===== src/design/nau_pkg.sv =====
package nau_pkg;

	// Default geometry of the element format and of the interpolation tables.
	localparam int DATA_WIDTH_DEF  = 16;
	localparam int FRAC_BITS_DEF   = 12;
	localparam int TABLE_DEPTH_DEF = 256;

	// Number of register stages between the input and the output transaction.
	localparam int NUM_STAGES = 6;

	// Function selector codes.
	localparam int FN_W = 3;
	localparam logic [FN_W-1:0] FN_SIGMOID   = 3'd0;
	localparam logic [FN_W-1:0] FN_SIGMOID_D = 3'd1;
	localparam logic [FN_W-1:0] FN_RELU      = 3'd2;
	localparam logic [FN_W-1:0] FN_RELU_D    = 3'd3;
	localparam logic [FN_W-1:0] FN_LEAKY     = 3'd4;
	localparam logic [FN_W-1:0] FN_LEAKY_D   = 3'd5;
	localparam logic [FN_W-1:0] FN_TANH      = 3'd6;
	localparam logic [FN_W-1:0] FN_TANH_D    = 3'd7;

	// Leaky slope of 41/4096 with round-half-up.
	localparam int LEAK_NUM   = 41;
	localparam int LEAK_SHIFT = 12;
	localparam int LEAK_RND   = 1 << (LEAK_SHIFT - 1);

	// Fixed-point format used while the tables are built.
	localparam int          Q30     = 30;
	localparam logic [63:0] Q30_ONE = 64'd1 << Q30;
	localparam logic [63:0] T_CAP   = 64'd70 << Q30;

	typedef struct packed {
		logic [FN_W-1:0] sel;
		logic            neg;
	} nau_tag_t;

	// Signed width that holds every unsaturated result.
	function automatic int res_width(input int dw, input int fb);
		int w;
		w = (dw > fb + 1) ? dw : fb + 1;
		return w + 1;
	endfunction

	// Shift-and-subtract division, only evaluated while the tables are built.
	function automatic logic [63:0] div_u64(input logic [63:0] num, input logic [63:0] den);
		logic [63:0] q;
		logic [63:0] rem;
		q   = '0;
		rem = '0;
		for (int b = 63; b >= 0; b--) begin
			rem = {rem[62:0], num[b]};
			if (rem >= den) begin
				rem  = rem - den;
				q[b] = 1'b1;
			end
		end
		return q;
	endfunction

	function automatic logic [63:0] exp_pos_series(input logic [63:0] u);
		logic [63:0] sum;
		logic [63:0] term;
		logic        done;
		sum  = Q30_ONE;
		term = Q30_ONE;
		done = 1'b0;
		for (int n = 1; n <= 40; n++) begin
			if (!done) begin
				term = div_u64((term * u) >> Q30, 64'(n));
				if (term == '0) begin
					done = 1'b1;
				end else begin
					sum = sum + term;
				end
			end
		end
		return sum;
	endfunction

	function automatic logic [63:0] recip_q30(input logic [63:0] v);
		return div_u64((64'd1 << 60) + (v >> 1), v);
	endfunction

	function automatic logic [63:0] exp_neg(input logic [63:0] t, input logic [63:0] einv);
		logic [63:0] whole;
		logic [63:0] r;
		whole = t >> Q30;
		if (whole >= 64'd64) begin
			return '0;
		end
		r = recip_q30(exp_pos_series(t & (Q30_ONE - 64'd1)));
		for (int n = 0; n < 64; n++) begin
			if (64'(n) < whole) begin
				r = (r * einv + (Q30_ONE >> 1)) >> Q30;
			end
		end
		return r;
	endfunction

	// Table point k of the sigmoid (tanh_sel low) or tanh (tanh_sel high) table.
	function automatic logic [63:0] table_point(input int k, input int dw, input int fb,
			input int depth, input logic tanh_sel);
		logic [63:0] einv;
		logic [63:0] lsb;
		logic [63:0] t;
		logic [63:0] e1;
		logic [63:0] e2;
		logic [63:0] d1;
		logic [63:0] d2;
		einv = recip_q30(exp_pos_series(Q30_ONE));
		lsb  = div_u64(64'(k) << (dw - 1), 64'(depth));
		t    = (lsb > (T_CAP >> (Q30 - fb))) ? T_CAP : (lsb << (Q30 - fb));
		e1   = exp_neg(t, einv);
		e2   = exp_neg(t << 1, einv);
		d1   = Q30_ONE + e1;
		d2   = Q30_ONE + e2;
		if (tanh_sel) begin
			return div_u64(((Q30_ONE - e2) << fb) + (d2 >> 1), d2);
		end
		return div_u64((64'd1 << (fb + Q30)) + (d1 >> 1), d1);
	endfunction

endpackage


===== src/design/nau_x_if.sv =====
interface nau_x_if
	import nau_pkg::*;
#(
	parameter int DATA_WIDTH = DATA_WIDTH_DEF
) ();
	logic                         valid;
	logic                         ready;
	logic signed [DATA_WIDTH-1:0] x_value;

	modport source (output valid, output x_value, input ready);
	modport sink (input valid, input x_value, output ready);
endinterface


===== src/design/nau_y_if.sv =====
interface nau_y_if
	import nau_pkg::*;
#(
	parameter int DATA_WIDTH = DATA_WIDTH_DEF
) ();
	logic                         valid;
	logic                         ready;
	logic signed [DATA_WIDTH-1:0] y_value;

	modport source (output valid, output y_value, input ready);
	modport sink (input valid, input y_value, output ready);
endinterface


===== src/design/neural_activation_unit.sv =====
// Channel         Role     Handshake      Payload
// x_stream        input    valid/ready    x_value, signed Q4.12 element
// y_stream        output   valid/ready    y_value, signed Q4.12 result
// cfg_write_en    config   write strobe   cfg_write_data, function selector
//
// One transaction is accepted per clock while the output is not stalled; each
// result passes through the six register stages of the datapath to the output.
// Reset (arst_n low) clears the stage valid bits and selects the sigmoid.
// Each stage holds its item while the next stage is occupied and stalled, so a
// bubble anywhere in the pipeline still lets a new input transaction in while a
// finished result waits at the output register.
module neural_activation_unit
	import nau_pkg::*;
#(
	parameter int DATA_WIDTH  = DATA_WIDTH_DEF,
	parameter int FRAC_BITS   = FRAC_BITS_DEF,
	parameter int TABLE_DEPTH = TABLE_DEPTH_DEF
) (
	input  logic            clk,
	input  logic            arst_n,
	input  logic            cfg_write_en,
	input  logic [FN_W-1:0] cfg_write_data,
	nau_x_if.sink           x_stream,
	nau_y_if.source         y_stream
);
	localparam int RW = res_width(DATA_WIDTH, FRAC_BITS);

	// The user must write the selector only while the pipeline is empty; the block itself does not enforce this.
	logic [FN_W-1:0] function_select_q;

	// One valid bit per stage; stage k may load when it is empty or when the
	// stage after it is moving on in the same cycle.
	logic [NUM_STAGES-1:0] stage_valid_q;
	logic [NUM_STAGES-1:0] stage_ready;
	logic [NUM_STAGES-1:0] valid_in;

	nau_tag_t                     tag_s3;
	logic [FRAC_BITS:0]           lo_s3;
	logic [FRAC_BITS:0]           d_s3;
	logic [DATA_WIDTH-2:0]        r_s3;
	logic signed [RW-1:0]         lin_s3;
	logic signed [DATA_WIDTH-1:0] y_s6;

	always_ff @(posedge clk or negedge arst_n) begin
		if (!arst_n) begin
			function_select_q <= FN_SIGMOID;
		end else if (cfg_write_en) begin
			function_select_q <= cfg_write_data;
		end
	end

	always_comb begin
		stage_ready[NUM_STAGES-1] = !stage_valid_q[NUM_STAGES-1] || y_stream.ready;
		for (int k = NUM_STAGES - 2; k >= 0; k--) begin
			stage_ready[k] = !stage_valid_q[k] || stage_ready[k+1];
		end
	end

	assign valid_in = {stage_valid_q[NUM_STAGES-2:0], x_stream.valid};

	always_ff @(posedge clk or negedge arst_n) begin
		if (!arst_n) begin
			stage_valid_q <= '0;
		end else begin
			for (int k = 0; k < NUM_STAGES; k++) begin
				if (stage_ready[k]) begin
					stage_valid_q[k] <= valid_in[k];
				end
			end
		end
	end

	assign x_stream.ready   = stage_ready[0];
	assign y_stream.valid   = stage_valid_q[NUM_STAGES-1];
	assign y_stream.y_value = y_s6;

	// Stages one to three: magnitude, table position, table read.
	nau_interp #(
		.DATA_WIDTH  (DATA_WIDTH),
		.FRAC_BITS   (FRAC_BITS),
		.TABLE_DEPTH (TABLE_DEPTH)
	) u_interp (
		.clk             (clk),
		.en              (stage_ready[2:0]),
		.x_value         (x_stream.x_value),
		.function_select (function_select_q),
		.tag_s3          (tag_s3),
		.lo_s3           (lo_s3),
		.d_s3            (d_s3),
		.r_s3            (r_s3),
		.lin_s3          (lin_s3)
	);

	// Stages four to six: interpolation, derivative product, saturation.
	nau_shape #(
		.DATA_WIDTH (DATA_WIDTH),
		.FRAC_BITS  (FRAC_BITS)
	) u_shape (
		.clk    (clk),
		.en     (stage_ready[5:3]),
		.tag_s3 (tag_s3),
		.lo_s3  (lo_s3),
		.d_s3   (d_s3),
		.r_s3   (r_s3),
		.lin_s3 (lin_s3),
		.y_s6   (y_s6)
	);

`ifndef NO_ASSERTIONS
	a_accept_fills: assert property (@(posedge clk) disable iff (!arst_n)
		(x_stream.valid && x_stream.ready) |=> stage_valid_q[0])
		else $error("accepted transaction did not reach the first stage");

	a_ready_passes: assert property (@(posedge clk) disable iff (!arst_n)
		y_stream.ready |-> x_stream.ready)
		else $error("input stalled although the output is taken");

	a_full_stalls: assert property (@(posedge clk) disable iff (!arst_n)
		((&stage_valid_q) && !y_stream.ready) |-> !x_stream.ready)
		else $error("input accepted while every stage is occupied and stalled");

	a_cfg_write: assert property (@(posedge clk) disable iff (!arst_n)
		cfg_write_en |=> (function_select_q == $past(cfg_write_data)))
		else $error("function selector write lost");
`endif

endmodule


===== src/design/nau_table.sv =====
module nau_table
	import nau_pkg::*;
#(
	parameter int DATA_WIDTH  = DATA_WIDTH_DEF,
	parameter int FRAC_BITS   = FRAC_BITS_DEF,
	parameter int TABLE_DEPTH = TABLE_DEPTH_DEF
) (
	input  logic [$clog2(TABLE_DEPTH+1)-1:0] idx,
	output logic [FRAC_BITS:0]               sig_lo,
	output logic [FRAC_BITS:0]               sig_d,
	output logic [FRAC_BITS:0]               tanh_lo,
	output logic [FRAC_BITS:0]               tanh_d
);
	localparam int TW = FRAC_BITS + 1;
	localparam int XW = $clog2(TABLE_DEPTH + 1);
	localparam int IW = $clog2(TABLE_DEPTH);

	// Each row holds a point and the rising step to the next point.
	localparam logic [63:0] S_END = table_point(TABLE_DEPTH, DATA_WIDTH, FRAC_BITS,
		TABLE_DEPTH, 1'b0);
	localparam logic [63:0] H_END = table_point(TABLE_DEPTH, DATA_WIDTH, FRAC_BITS,
		TABLE_DEPTH, 1'b1);

	logic [TW-1:0] sig_lo_rom  [TABLE_DEPTH];
	logic [TW-1:0] sig_d_rom   [TABLE_DEPTH];
	logic [TW-1:0] tanh_lo_rom [TABLE_DEPTH];
	logic [TW-1:0] tanh_d_rom  [TABLE_DEPTH];

	for (genvar k = 0; k < TABLE_DEPTH; k++) begin : g_row
		localparam logic [63:0] S0 = table_point(k, DATA_WIDTH, FRAC_BITS, TABLE_DEPTH, 1'b0);
		localparam logic [63:0] S1 = table_point(k + 1, DATA_WIDTH, FRAC_BITS, TABLE_DEPTH,
			1'b0);
		localparam logic [63:0] H0 = table_point(k, DATA_WIDTH, FRAC_BITS, TABLE_DEPTH, 1'b1);
		localparam logic [63:0] H1 = table_point(k + 1, DATA_WIDTH, FRAC_BITS, TABLE_DEPTH,
			1'b1);
		localparam logic [63:0] SD = (S1 >= S0) ? (S1 - S0) : 64'd0;
		localparam logic [63:0] HD = (H1 >= H0) ? (H1 - H0) : 64'd0;

		assign sig_lo_rom[k]  = S0[TW-1:0];
		assign sig_d_rom[k]   = SD[TW-1:0];
		assign tanh_lo_rom[k] = H0[TW-1:0];
		assign tanh_d_rom[k]  = HD[TW-1:0];
	end

	// The last point is only reached by the most negative input, with no remainder.
	always_comb begin
		if (idx == XW'(TABLE_DEPTH)) begin
			sig_lo  = S_END[TW-1:0];
			sig_d   = '0;
			tanh_lo = H_END[TW-1:0];
			tanh_d  = '0;
		end else begin
			sig_lo  = sig_lo_rom[idx[IW-1:0]];
			sig_d   = sig_d_rom[idx[IW-1:0]];
			tanh_lo = tanh_lo_rom[idx[IW-1:0]];
			tanh_d  = tanh_d_rom[idx[IW-1:0]];
		end
	end

endmodule


===== src/design/nau_interp.sv =====
module nau_interp
	import nau_pkg::*;
#(
	parameter int DATA_WIDTH  = DATA_WIDTH_DEF,
	parameter int FRAC_BITS   = FRAC_BITS_DEF,
	parameter int TABLE_DEPTH = TABLE_DEPTH_DEF
) (
	input  logic                                                 clk,
	input  logic [2:0]                                           en,
	input  logic signed [DATA_WIDTH-1:0]                         x_value,
	input  logic [FN_W-1:0]                                      function_select,
	output nau_tag_t                                             tag_s3,
	output logic [FRAC_BITS:0]                                   lo_s3,
	output logic [FRAC_BITS:0]                                   d_s3,
	output logic [DATA_WIDTH-2:0]                                r_s3,
	output logic signed [res_width(DATA_WIDTH, FRAC_BITS)-1:0] lin_s3
);
	localparam int TW = FRAC_BITS + 1;
	localparam int XW = $clog2(TABLE_DEPTH + 1);
	localparam int PW = DATA_WIDTH + XW;
	localparam int LW = DATA_WIDTH + 7;
	localparam int RW = res_width(DATA_WIDTH, FRAC_BITS);

	localparam logic signed [RW-1:0] ONE_R    = RW'(longint'(1) << FRAC_BITS);
	localparam logic signed [RW-1:0] LEAK_D_R =
		RW'(((longint'(LEAK_NUM) << FRAC_BITS) + LEAK_RND) >> LEAK_SHIFT);

	logic signed [DATA_WIDTH-1:0] x_s1;
	nau_tag_t                     tag_s1;
	nau_tag_t                     tag_s2;
	logic [XW-1:0]                idx_s2;
	logic [DATA_WIDTH-2:0]        r_s2;
	logic signed [RW-1:0]         lin_s2;

	logic [DATA_WIDTH-1:0] mag;
	logic [PW-1:0]         pos_scaled;
	logic [LW-1:0]         leak;
	logic                  pos;
	logic signed [RW-1:0]  x_ext;
	logic signed [RW-1:0]  lin;
	logic [TW-1:0]         sig_lo;
	logic [TW-1:0]         sig_d;
	logic [TW-1:0]         tanh_lo;
	logic [TW-1:0]         tanh_d;
	logic                  use_tanh;

	always_ff @(posedge clk) begin
		if (en[0]) begin
			x_s1       <= x_value;
			tag_s1.sel <= function_select;
			tag_s1.neg <= x_value[DATA_WIDTH-1];
		end
	end

	// Magnitude, table position and the piecewise-linear functions.
	assign mag        = x_s1[DATA_WIDTH-1] ? ($unsigned(~x_s1) + 1'b1) : $unsigned(x_s1);
	assign pos_scaled = PW'(mag) * PW'(TABLE_DEPTH);
	assign leak       = (LW'(mag) * LW'(LEAK_NUM) + LW'(LEAK_RND)) >> LEAK_SHIFT;
	assign pos        = !x_s1[DATA_WIDTH-1] && (x_s1 != '0);
	assign x_ext      = {{(RW-DATA_WIDTH){x_s1[DATA_WIDTH-1]}}, x_s1};

	always_comb begin
		case (tag_s1.sel)
			FN_RELU:    lin = pos ? x_ext : '0;
			FN_RELU_D:  lin = pos ? ONE_R : '0;
			FN_LEAKY:   lin = pos ? x_ext : (RW'(0) - RW'(leak));
			FN_LEAKY_D: lin = pos ? ONE_R : LEAK_D_R;
			default:    lin = '0;
		endcase
	end

	always_ff @(posedge clk) begin
		if (en[1]) begin
			tag_s2 <= tag_s1;
			idx_s2 <= XW'(pos_scaled >> (DATA_WIDTH - 1));
			r_s2   <= pos_scaled[DATA_WIDTH-2:0];
			lin_s2 <= lin;
		end
	end

	nau_table #(
		.DATA_WIDTH  (DATA_WIDTH),
		.FRAC_BITS   (FRAC_BITS),
		.TABLE_DEPTH (TABLE_DEPTH)
	) u_table (
		.idx     (idx_s2),
		.sig_lo  (sig_lo),
		.sig_d   (sig_d),
		.tanh_lo (tanh_lo),
		.tanh_d  (tanh_d)
	);

	assign use_tanh = (tag_s2.sel == FN_TANH) || (tag_s2.sel == FN_TANH_D);

	always_ff @(posedge clk) begin
		if (en[2]) begin
			tag_s3 <= tag_s2;
			lo_s3  <= use_tanh ? tanh_lo : sig_lo;
			d_s3   <= use_tanh ? tanh_d : sig_d;
			r_s3   <= r_s2;
			lin_s3 <= lin_s2;
		end
	end

endmodule


===== src/design/nau_shape.sv =====
module nau_shape
	import nau_pkg::*;
#(
	parameter int DATA_WIDTH = DATA_WIDTH_DEF,
	parameter int FRAC_BITS  = FRAC_BITS_DEF
) (
	input  logic                                                 clk,
	input  logic [2:0]                                           en,
	input  nau_tag_t                                             tag_s3,
	input  logic [FRAC_BITS:0]                                   lo_s3,
	input  logic [FRAC_BITS:0]                                   d_s3,
	input  logic [DATA_WIDTH-2:0]                                r_s3,
	input  logic signed [res_width(DATA_WIDTH, FRAC_BITS)-1:0] lin_s3,
	output logic signed [DATA_WIDTH-1:0]                         y_s6
);
	localparam int TW  = FRAC_BITS + 1;
	localparam int PRW = TW + DATA_WIDTH - 1;
	localparam int MW  = 2 * TW;
	localparam int RW  = res_width(DATA_WIDTH, FRAC_BITS);

	localparam logic [TW-1:0]        ONE   = TW'(longint'(1) << FRAC_BITS);
	localparam logic [MW-1:0]        HALF  = MW'(longint'(1) << (FRAC_BITS - 1));
	localparam logic signed [RW-1:0] ONE_R = RW'(longint'(1) << FRAC_BITS);
	localparam logic signed [RW-1:0] Y_MAX = RW'((longint'(1) << (DATA_WIDTH - 1)) - 1);
	localparam logic signed [RW-1:0] Y_MIN = RW'(-(longint'(1) << (DATA_WIDTH - 1)));

	nau_tag_t             tag_s4;
	nau_tag_t             tag_s5;
	logic [TW-1:0]        v_s4;
	logic signed [RW-1:0] lin_s4;
	logic signed [RW-1:0] res_s5;
	logic [TW-1:0]        ma_s5;
	logic [TW-1:0]        mb_s5;

	logic [PRW-1:0]       step;
	logic [TW-1:0]        s_val;
	logic signed [RW-1:0] res;
	logic [TW-1:0]        ma;
	logic [TW-1:0]        mb;
	logic [MW-1:0]        prod;
	logic [TW-1:0]        prod_q;
	logic signed [RW-1:0] full;
	logic signed [RW-1:0] sat;

	// Linear interpolation between two table points.
	assign step = PRW'(d_s3) * PRW'(r_s3);

	always_ff @(posedge clk) begin
		if (en[0]) begin
			tag_s4 <= tag_s3;
			v_s4   <= lo_s3 + TW'(step >> (DATA_WIDTH - 1));
			lin_s4 <= lin_s3;
		end
	end

	// Sigmoid is mirrored around one half for negative inputs, tanh around zero.
	assign s_val = tag_s4.neg ? (ONE - v_s4) : v_s4;

	always_comb begin
		ma  = s_val;
		mb  = ONE - s_val;
		res = lin_s4;
		case (tag_s4.sel)
			FN_SIGMOID:   res = RW'(s_val);
			FN_SIGMOID_D: res = '0;
			FN_TANH:      res = tag_s4.neg ? (RW'(0) - RW'(v_s4)) : RW'(v_s4);
			FN_TANH_D: begin
				ma  = v_s4;
				mb  = v_s4;
				res = '0;
			end
			default:      res = lin_s4;
		endcase
	end

	always_ff @(posedge clk) begin
		if (en[1]) begin
			tag_s5 <= tag_s4;
			res_s5 <= res;
			ma_s5  <= ma;
			mb_s5  <= mb;
		end
	end

	assign prod   = (MW'(ma_s5) * MW'(mb_s5) + HALF) >> FRAC_BITS;
	assign prod_q = prod[TW-1:0];

	always_comb begin
		case (tag_s5.sel)
			FN_SIGMOID_D: full = RW'(prod_q);
			FN_TANH_D:    full = ONE_R - RW'(prod_q);
			default:      full = res_s5;
		endcase
		if (full > Y_MAX) begin
			sat = Y_MAX;
		end else if (full < Y_MIN) begin
			sat = Y_MIN;
		end else begin
			sat = full;
		end
	end

	always_ff @(posedge clk) begin
		if (en[2]) begin
			y_s6 <= sat[DATA_WIDTH-1:0];
		end
	end

endmodule

===== src/flat_wrapper.sv =====
// flat-port wrapper written by rule: the top's interface ports become plain ports
module neural_activation_unit_flat import nau_pkg::*;
#(
	parameter int DATA_WIDTH  = DATA_WIDTH_DEF,
	parameter int FRAC_BITS   = FRAC_BITS_DEF,
	parameter int TABLE_DEPTH = TABLE_DEPTH_DEF
)
  (clk, arst_n, cfg_write_en, cfg_write_data, x_stream_valid, x_stream_x_value, x_stream_ready, y_stream_valid, y_stream_y_value, y_stream_ready);
  nau_x_if #(.DATA_WIDTH(DATA_WIDTH)) x_stream_i ();
  nau_y_if #(.DATA_WIDTH(DATA_WIDTH)) y_stream_i ();
  input  logic clk;
  input  logic arst_n;
  input  logic cfg_write_en;
  input  logic [FN_W-1:0] cfg_write_data;
  input wire logic [$bits(x_stream_i.valid)-1:0] x_stream_valid;
  input wire logic [$bits(x_stream_i.x_value)-1:0] x_stream_x_value;
  output wire logic [$bits(x_stream_i.ready)-1:0] x_stream_ready;
  output wire logic [$bits(y_stream_i.valid)-1:0] y_stream_valid;
  output wire logic [$bits(y_stream_i.y_value)-1:0] y_stream_y_value;
  input wire logic [$bits(y_stream_i.ready)-1:0] y_stream_ready;
  assign x_stream_i.valid = x_stream_valid;
  assign x_stream_i.x_value = x_stream_x_value;
  assign x_stream_ready = x_stream_i.ready;
  assign y_stream_valid = y_stream_i.valid;
  assign y_stream_y_value = y_stream_i.y_value;
  assign y_stream_i.ready = y_stream_ready;
  neural_activation_unit #(.DATA_WIDTH(DATA_WIDTH), .FRAC_BITS(FRAC_BITS), .TABLE_DEPTH(TABLE_DEPTH)) u_core (.clk(clk), .arst_n(arst_n), .cfg_write_en(cfg_write_en), .cfg_write_data(cfg_write_data), .x_stream(x_stream_i), .y_stream(y_stream_i));
endmodule

===== config.mk =====
export PLATFORM = sky130hd
export DESIGN_NAME = neural_activation_unit_flat
export DESIGN_NICKNAME = d
export VERILOG_FILES = /design/src/design/nau_pkg.sv /design/src/design/nau_x_if.sv /design/src/design/nau_y_if.sv /design/src/design/neural_activation_unit.sv /design/src/design/nau_table.sv /design/src/design/nau_interp.sv /design/src/design/nau_shape.sv /design/src/flat_wrapper.sv
export SDC_FILE = /design/constraint.sdc
export NUM_CORES = 1
export LEC_CHECK = 0
export ABC_AREA = 0
export BUFFER_PORTS_ARGS = -buffer_cell sky130_fd_sc_hd__buf_2
export CAP_MARGIN = 20
export CORE_MARGIN = 5
export CORE_UTILIZATION = 47
export DETAILED_ROUTE_END_ITERATION = 10
export PLACE_DENSITY_LB_ADDON = 0.3
export RECOVER_POWER = 100
export SYNTH_ARGS = -nofsm -noshare
export SYNTH_HDL_FRONTEND = slang
export SYNTH_SLANG_ARGS = --single-unit

===== constraint.sdc =====
create_clock -name clk -period 8.1 [get_ports clk]
set_input_delay 0.405 -clock clk [delete_from_list [all_inputs] [get_ports clk]]
set_output_delay 0.405 -clock clk [all_outputs]
set_load 0.05 [all_outputs]

After elaboration in Yosys (flattened, before gate mapping). Memories as Yosys holds them, arrays and structs flattened. Cells that the tools add are included.

Flip-flop bits (word level): 216. Bits in read-only memories: 13312. Bits of input ports: 24. Memories kept: 4.

$add $sub $neg: 9. Multipliers: 3. Magnitude comparators: 3. Equality and inequality tests: 12. Muxes and demuxes: 27. Bitwise operators: 2. Reductions and logical operators: 18.

Memory list: (no name shown) (words 256, width 13, rd ports 1, clocked after memory_dff 0, wr ports 0, line nau_table.sv:55) `tanh_lo = tanh_lo_rom[idx[IW-1:0]];`; (no name shown) (words 256, width 13, rd ports 1, clocked after memory_dff 0, wr ports 0, line nau_table.sv:56) `tanh_d = tanh_d_rom[idx[IW-1:0]];`; (no name shown) (words 256, width 13, rd ports 1, clocked after memory_dff 0, wr ports 0, line nau_table.sv:53) `sig_lo = sig_lo_rom[idx[IW-1:0]];`; (no name shown) (words 256, width 13, rd ports 1, clocked after memory_dff 0, wr ports 0, line nau_table.sv:54) `sig_d = sig_d_rom[idx[IW-1:0]];`.

Operators with widths (count): 13-bit 2-to-1 mux (19); 17-bit case mux with 4 select lines (1); 17-bit 2-to-1 mux (3); 17-bit case mux with 3 select lines (1); 17-bit case mux with 2 select lines (1); 16-bit 2-to-1 mux (2); 13-bit subtractor, first input constant (2); 25-bit by 12-bit adder with 25-bit output, second input constant (1); 13-bit by 13-bit multiplier with 25-bit output (1); 22-bit by 12-bit adder with 23-bit output, second input constant (1); 16-bit by 6-bit multiplier with 22-bit output, second input constant (1); 3-bit equality test, second input constant (7); 13-bit by 7-bit multiplier with 20-bit output (1); 17-bit by 16-bit > comparator with 1-bit output, second input constant (1); 17-bit by 16-bit less-than comparator with 1-bit output, second input constant (1); 16-bit by 1-bit adder with 16-bit output, second input constant (1); 16-bit NOT (1); 16-bit nonzero test (1); 1-bit by 13-bit subtractor with 14-bit output, first input constant (1); 13-bit by 13-bit subtractor with 14-bit output, first input constant (1); 13-bit adder (1); 1-bit by 11-bit subtractor with 12-bit output, first input constant (1); 9-bit equality test, second input constant (1); 9-bit greater-or-equal comparator, second input constant (1); 8 further kinds (22).

Depth between registers and ports, before layout.
Word-level depth: 8. Depth in mapped cells: 28. Mapped depth without buffers: 27.

Modules after synthesis. Synthesis repeated with hierarchy kept, for this count alone.

Cells, all modules: 2978. Area, all modules: 27437.6 µm².

By module, submodules not included: nau_shape (instances 1, cells each 1691, area an instance 16205.5 µm²); nau_interp (instances 1, cells each 465, area an instance 6229.7 µm²); nau_table (instances 1, cells each 796, area an instance 4644.5 µm²); neural_activation_unit (instances 1, cells each 26, area an instance 357.8 µm²).

Worst setup path before layout. Ideal clock, no wire load.

Path type: reg-to-reg. Start: reg u_core.u_shape.ma_s5[7]. End: reg u_core.u_shape.y_s6[13], data pin. Setup time: 0.254 ns. Data arrival time: 6.178 ns. Required time: 7.846 ns. Path slack: 1.668 ns. Cell stages (with the launch flop): 22. Path buffers: 2. Clock period less this slack: 6.432 ns. Cells stage by stage: edfxtp_1 clkbuf_1 and2_1 fa_1 inv_1 fa_1 inv_1 fa_1 fa_1 fa_1 fa_1 ha_1 nand2_1 a2bb2oi_1 o311a_1 buf_2 a21oi_1 xnor2_1 nand3_1 or2_1 o41a_1 a21o_1.

Word-level cells in the longest chain between the ends: 6.

RTL lines: start, declared (line nau_shape.sv:32) `logic [TW-1:0] ma_s5;`; start signal, assigned (line nau_shape.sv:80) `ma_s5 <= ma;`; 13-bit by 13-bit multiplier with 25-bit output * (line nau_shape.sv:85) `assign prod = (MW'(ma_s5) * MW'(mb_s5) + HALF) >> FRAC_BITS;`; 25-bit by 12-bit adder with 25-bit output * (line nau_shape.sv:85); 13-bit by 13-bit subtractor with 14-bit output (line nau_shape.sv:91) `FN_TANH_D: full = ONE_R - RW'(prod_q);`; 17-bit case mux with 2 select lines * (line nau_shape.sv:89) `case (tag_s5.sel)`; 17-bit by 16-bit less-than comparator with 1-bit output (line nau_shape.sv:96) `end else if (full < Y_MIN) begin`; 16-bit 2-to-1 mux (line nau_shape.sv:96); end signal, assigned (line nau_shape.sv:105) `y_s6 <= sat[DATA_WIDTH-1:0];`; end, declared (line nau_shape.sv:14) `output logic signed [DATA_WIDTH-1:0] y_s6`.

Mark *: on every way between the ends. The rest lies on a longest branch, timed or not. A chain may end at the register's enable or synchronous reset.

Final worst setup path.
Start: reg u_core.u_interp.x_s1[4]. End: reg u_core.u_interp.lin_s2[11], data pin.

Word-level cells in the longest chain between the ends: 8.

RTL lines: start, declared (line nau_interp.sv:28) `logic signed [DATA_WIDTH-1:0] x_s1;`; start signal, assigned (line nau_interp.sv:49) `x_s1 <= x_value;`; 16-bit NOT (line nau_interp.sv:56) `assign mag = x_s1[DATA_WIDTH-1] ? ($unsigned(~x_s1) + 1'b1) : $unsigned(x_s1);`; 16-bit by 1-bit adder with 16-bit output (line nau_interp.sv:56); 16-bit 2-to-1 mux (line nau_interp.sv:56); net u_core.u_interp.mag[14] (line nau_interp.sv:35) `logic [DATA_WIDTH-1:0] mag;`; 16-bit by 6-bit multiplier with 22-bit output (line nau_interp.sv:58) `assign leak = (LW'(mag) * LW'(LEAK_NUM) + LW'(LEAK_RND)) >> LEAK_SHIFT;`; 22-bit by 12-bit adder with 23-bit output (line nau_interp.sv:58); 1-bit by 11-bit subtractor with 12-bit output (line nau_interp.sv:66) `FN_LEAKY: lin = pos ? x_ext : (RW'(0) - RW'(leak));`; 17-bit 2-to-1 mux (line nau_interp.sv:66); 17-bit case mux with 4 select lines (line nau_interp.sv:63) `case (tag_s1.sel)`; net u_core.u_interp.lin[11] (line nau_interp.sv:40) `logic signed [RW-1:0] lin;`; end signal, assigned (line nau_interp.sv:77) `lin_s2 <= lin;`; end, declared (line nau_interp.sv:33) `logic signed [RW-1:0] lin_s2;`.

The timed path passes the listed nets, and every way through them passes these cells.

==> results.cfg <==
[hold_path]
hp-class = input pin to flop
holdPathStages = 1
hold_start = x_stream_x_value[13]
whs_endpoint = u_core.u_interp.x_s1[13]$_DFFE_PP_

[synth]
synth_area_mm2 = 0.0225
syn_inst = 2445
ys_types = 90
ys_seq_area_share_pct = 27.2
synth_edf_count = 196
ys_seq_elements = 205
syn-num-nets = 2858
yosys_warnings = 0
synth-async-reset-ratio_pct = 4.39
syn_area_per_cell_um2 = 9.19
synth_ff_type = edfxtp_1

[cells_and_area]
ff_latch_area_mm2 = 0.00611
multi_input_area_mm2 = 0.0149
fin_util_pct = 50.1
n_antenna_cell = 0
area_growth_pct = 5.88
fillers = 4421
layout-drive-gt1-share_pct = 4.69
final_cell_mix = nand2_1, inv_1, ha_1
final_common_cell = nand2_1
layout.nets = 2806

[floorplan]
initial_core_util_pct = 47.3
die_h_um = 229
pin_count = 42
core_area_mm2 = 0.0475
dieArea_mm2 = 0.0523
die_w_um = 229
fp-row-count = 80

[global_route]
grt_max_degree = 179
antenna_found_initial = 0
grtUsageTotal_pct = 24.5
grt-ovfl-total = 0
grt_pass1_wl_um = 104000
grt_pass1_vias = 18700

[outcome]
failed_checks = capacitance limit, slew limit
status = finished, violations left

[setup_path]
max_stage_delay_ns = 0.60
path_cells = or4_1, or3_1, or3_1, o41ai_1, xnor2_1, inv_1, fa_1, inv_1, ha_1, ha_1, ha_1, a21oi_1, o21bai_1, a211o_1, a221oi_4, o31ai_1, a2111o_2, nor3_1, o221ai_1
crit_slowest_cell = or4_1
worst_r2r_path_depth = 19
arrival_ns = 7.37
critPathMostFrequentCell = ha_1
crit_required_ns = 8.33
critPathCaptureType = flop
worstSetupPathType = flop to flop
start_kind = flop
crit_family = compound AO/OA/AOI/OAI gates
worstReg2RegStart = u_core.u_interp.x_s1[4]$_DFFE_PP_
ff2ff_setup_slack_ns = 0.96
r2r-end = u_core.u_interp.lin_s2[11]$_DFFE_PP_
crit_buf_inv = 2
crit_fanout = 8

[routing]
drt-wirelength-per-cell_um = 21.5
drt_iter0_markers = 1750
drc = 0
first_pass_iters = 6
via_per_inst = 6.06
ant_nets = 0
routed_wl_um = 65000
vias = 18300

[clock_network]
max-clock-path-buffers = 3
cts.clk_slew.worst_paths_ns = 0.06
clk_latency_ns = 0.52
cts_tree = built
clock-root-buffer = clkbuf_16
hold_buffers = 1
cts-buffers-inserted = 23
clkSinkCount = 205
htreeDepth = 1
postCtsResizedCells = 0
cts_setup_buffers = 0

[sta]
rsz0062_at_grt = no
fin_crit_ns = 7.14
setup_tns_ns = 0
slew_viol_final = 170
fmax_mhz = 140
period_share_pct = 88.2
slew_headroom_pct = -24.1
hold_violations = 0
skew_ns = 0.0201
tightest_slew_ns = 1.86
setup_viol = 0

[placement]
dp_hpwl_um = 49500
portBuffers = 41
globalplace.congestion = 1.02

[flow_run]
drv_cap = 4
## cell usage after synthesis (8+ instances only)
cell type	n	area [um2]
a211oi_1	33	248
a21o_1	25	188
a21oi_1	141	706
a221oi_1	14	123
a22oi_1	8	60.1
a311oi_1	11	96.3
a31oi_1	34	213
and2_1	113	707
and3_1	15	93.8
buf_1	15	56.3
clkbuf_1	124	465
dfrtp_1	9	225
edfxtp_1	196	5890
fa_1	167	3340
ha_1	222	2780
inv_1	232	871
mux4_2	8	180
nand2_1	278	1040
nand2b_1	27	169
nand3_1	62	310
nand3b_1	9	67.6
nor2_1	126	473
nor2b_1	27	169
nor3_1	49	245
nor4_1	9	56.3
o2111ai_1	8	70.1
o211ai_1	24	180
o21ai_0	138	691
o221ai_1	11	96.3
o22ai_1	21	131
o31ai_1	15	113
or3_1	18	113
xnor2_1	53	464
xor2_1	42	368
## logic make-up after synthesis
group                      synth area share [%]
buffers and inverters                      6.27
and+or+nand+nor                            16.7
DFF                                        27.2
AOI/OAI and AO/OA                          17.3
adders and majority gates                  27.2
muxes                                      1.46
xor gates and xnor gates                   3.87
## worst max path at each step
stage | from | to | slack (ns) | cells after the start
after CTS | u_core.u_shape.mb_s5[4]$_DFFE_PP_ | u_core.u_shape.y_s6[13]$_SDFFCE_PN1P_ | 1.07 | 19
after floorplan | u_core.u_shape.ma_s5[7]$_DFFE_PP_ | u_core.u_shape.y_s6[13]$_SDFFCE_PN1P_ | 1.67 | 21
after global routing | u_core.u_interp.x_s1[4]$_DFFE_PP_ | u_core.u_interp.lin_s2[14]$_DFFE_PP_ | 0.47 | 19
final | u_core.u_interp.x_s1[4]$_DFFE_PP_ | u_core.u_interp.lin_s2[11]$_DFFE_PP_ | 0.96 | 19
after global placement | u_core.u_shape.mb_s5[4]$_DFFE_PP_ | u_core.u_shape.y_s6[15]$_SDFFCE_PN0P_ | 1.20 | 19
after detailed placement | u_core.u_shape.mb_s5[4]$_DFFE_PP_ | u_core.u_shape.y_s6[13]$_SDFFCE_PN1P_ | 1.07 | 19
## metal layers
layer | GRT usage (%) | wire length (um) | up-vias
li1 | - | - | 8526
met1 | 32.5 | 26800 | 8868
met2 | 40.6 | 30700 | 768
met3 | 3.85 | 4580 | 180
met4 | 9.60 | 2870 | 0
met5 | 0 | 0 | -
## cell type report
cell class / count / area share [%]
Multi-Input combinational cell: 1865 / 62.7
Sequential cell: 205 / 25.7
Inverter: 234 / 3.69
Tap cell: 615 / 3.23
Clock buffer: 32 / 2.81
Timing Repair Buffer: 64 / 1.52
Clock inverter: 10 / 0.384
## worst register-to-register path, cell delays in order (launching register included)
cell	delay, ns
edfxtp_1	0.48
or4_1	0.60
or3_1	0.37
or3_1	0.39
o41ai_1	0.31
xnor2_1	0.33
inv_1	0.14
fa_1	0.55
inv_1	0.04
ha_1	0.28
ha_1	0.30
ha_1	0.40
a21oi_1	0.53
o21bai_1	0.17
a211o_1	0.35
a221oi_4	0.31
o31ai_1	0.20
a2111o_2	0.45
nor3_1	0.47
o221ai_1	0.20
## metrics by stage
stage	worst slack (ns)	instance area [um2]	hold slack, ns	std cells
finish	0.956	23800	0.0727	3025
global route	0.471	23800	0.0490	3025
CTS	1.07	23900	0.0523	3025
detailed placement	1.07	23100	0.284	2982
global placement	1.20	23100	0.275	2982
floorplan	1.67	22500	0.109	2445
## registers in the layout, summed over array words and instances, names as in the netlist, 4 cells and up
register                cells
u_core.u_shape.tag_s4       4
u_core.u_shape.res_s5      16
u_core.stage_valid_q        6
u_core.u_interp.d_s3        8
u_core.u_interp.tag_s3      4
u_core.u_interp.lin_s3     16
u_core.u_interp.lo_s3      13
u_core.u_shape.mb_s5       12
u_core.u_interp.tag_s2      4
u_core.u_shape.y_s6        16
u_core.u_interp.x_s1       15
u_core.u_interp.r_s3        7
u_core.u_shape.ma_s5       13
u_core.u_shape.lin_s4      16
u_core.u_interp.r_s2        7
u_core.u_interp.idx_s2      9
u_core.u_interp.lin_s2     16
u_core.u_shape.v_s4        13
u_core.u_interp.tag_s1      4
Power is left out: the tool's default activity adds up to more than one toggle a clock period on the data nets, which glitch-free logic cannot reach.
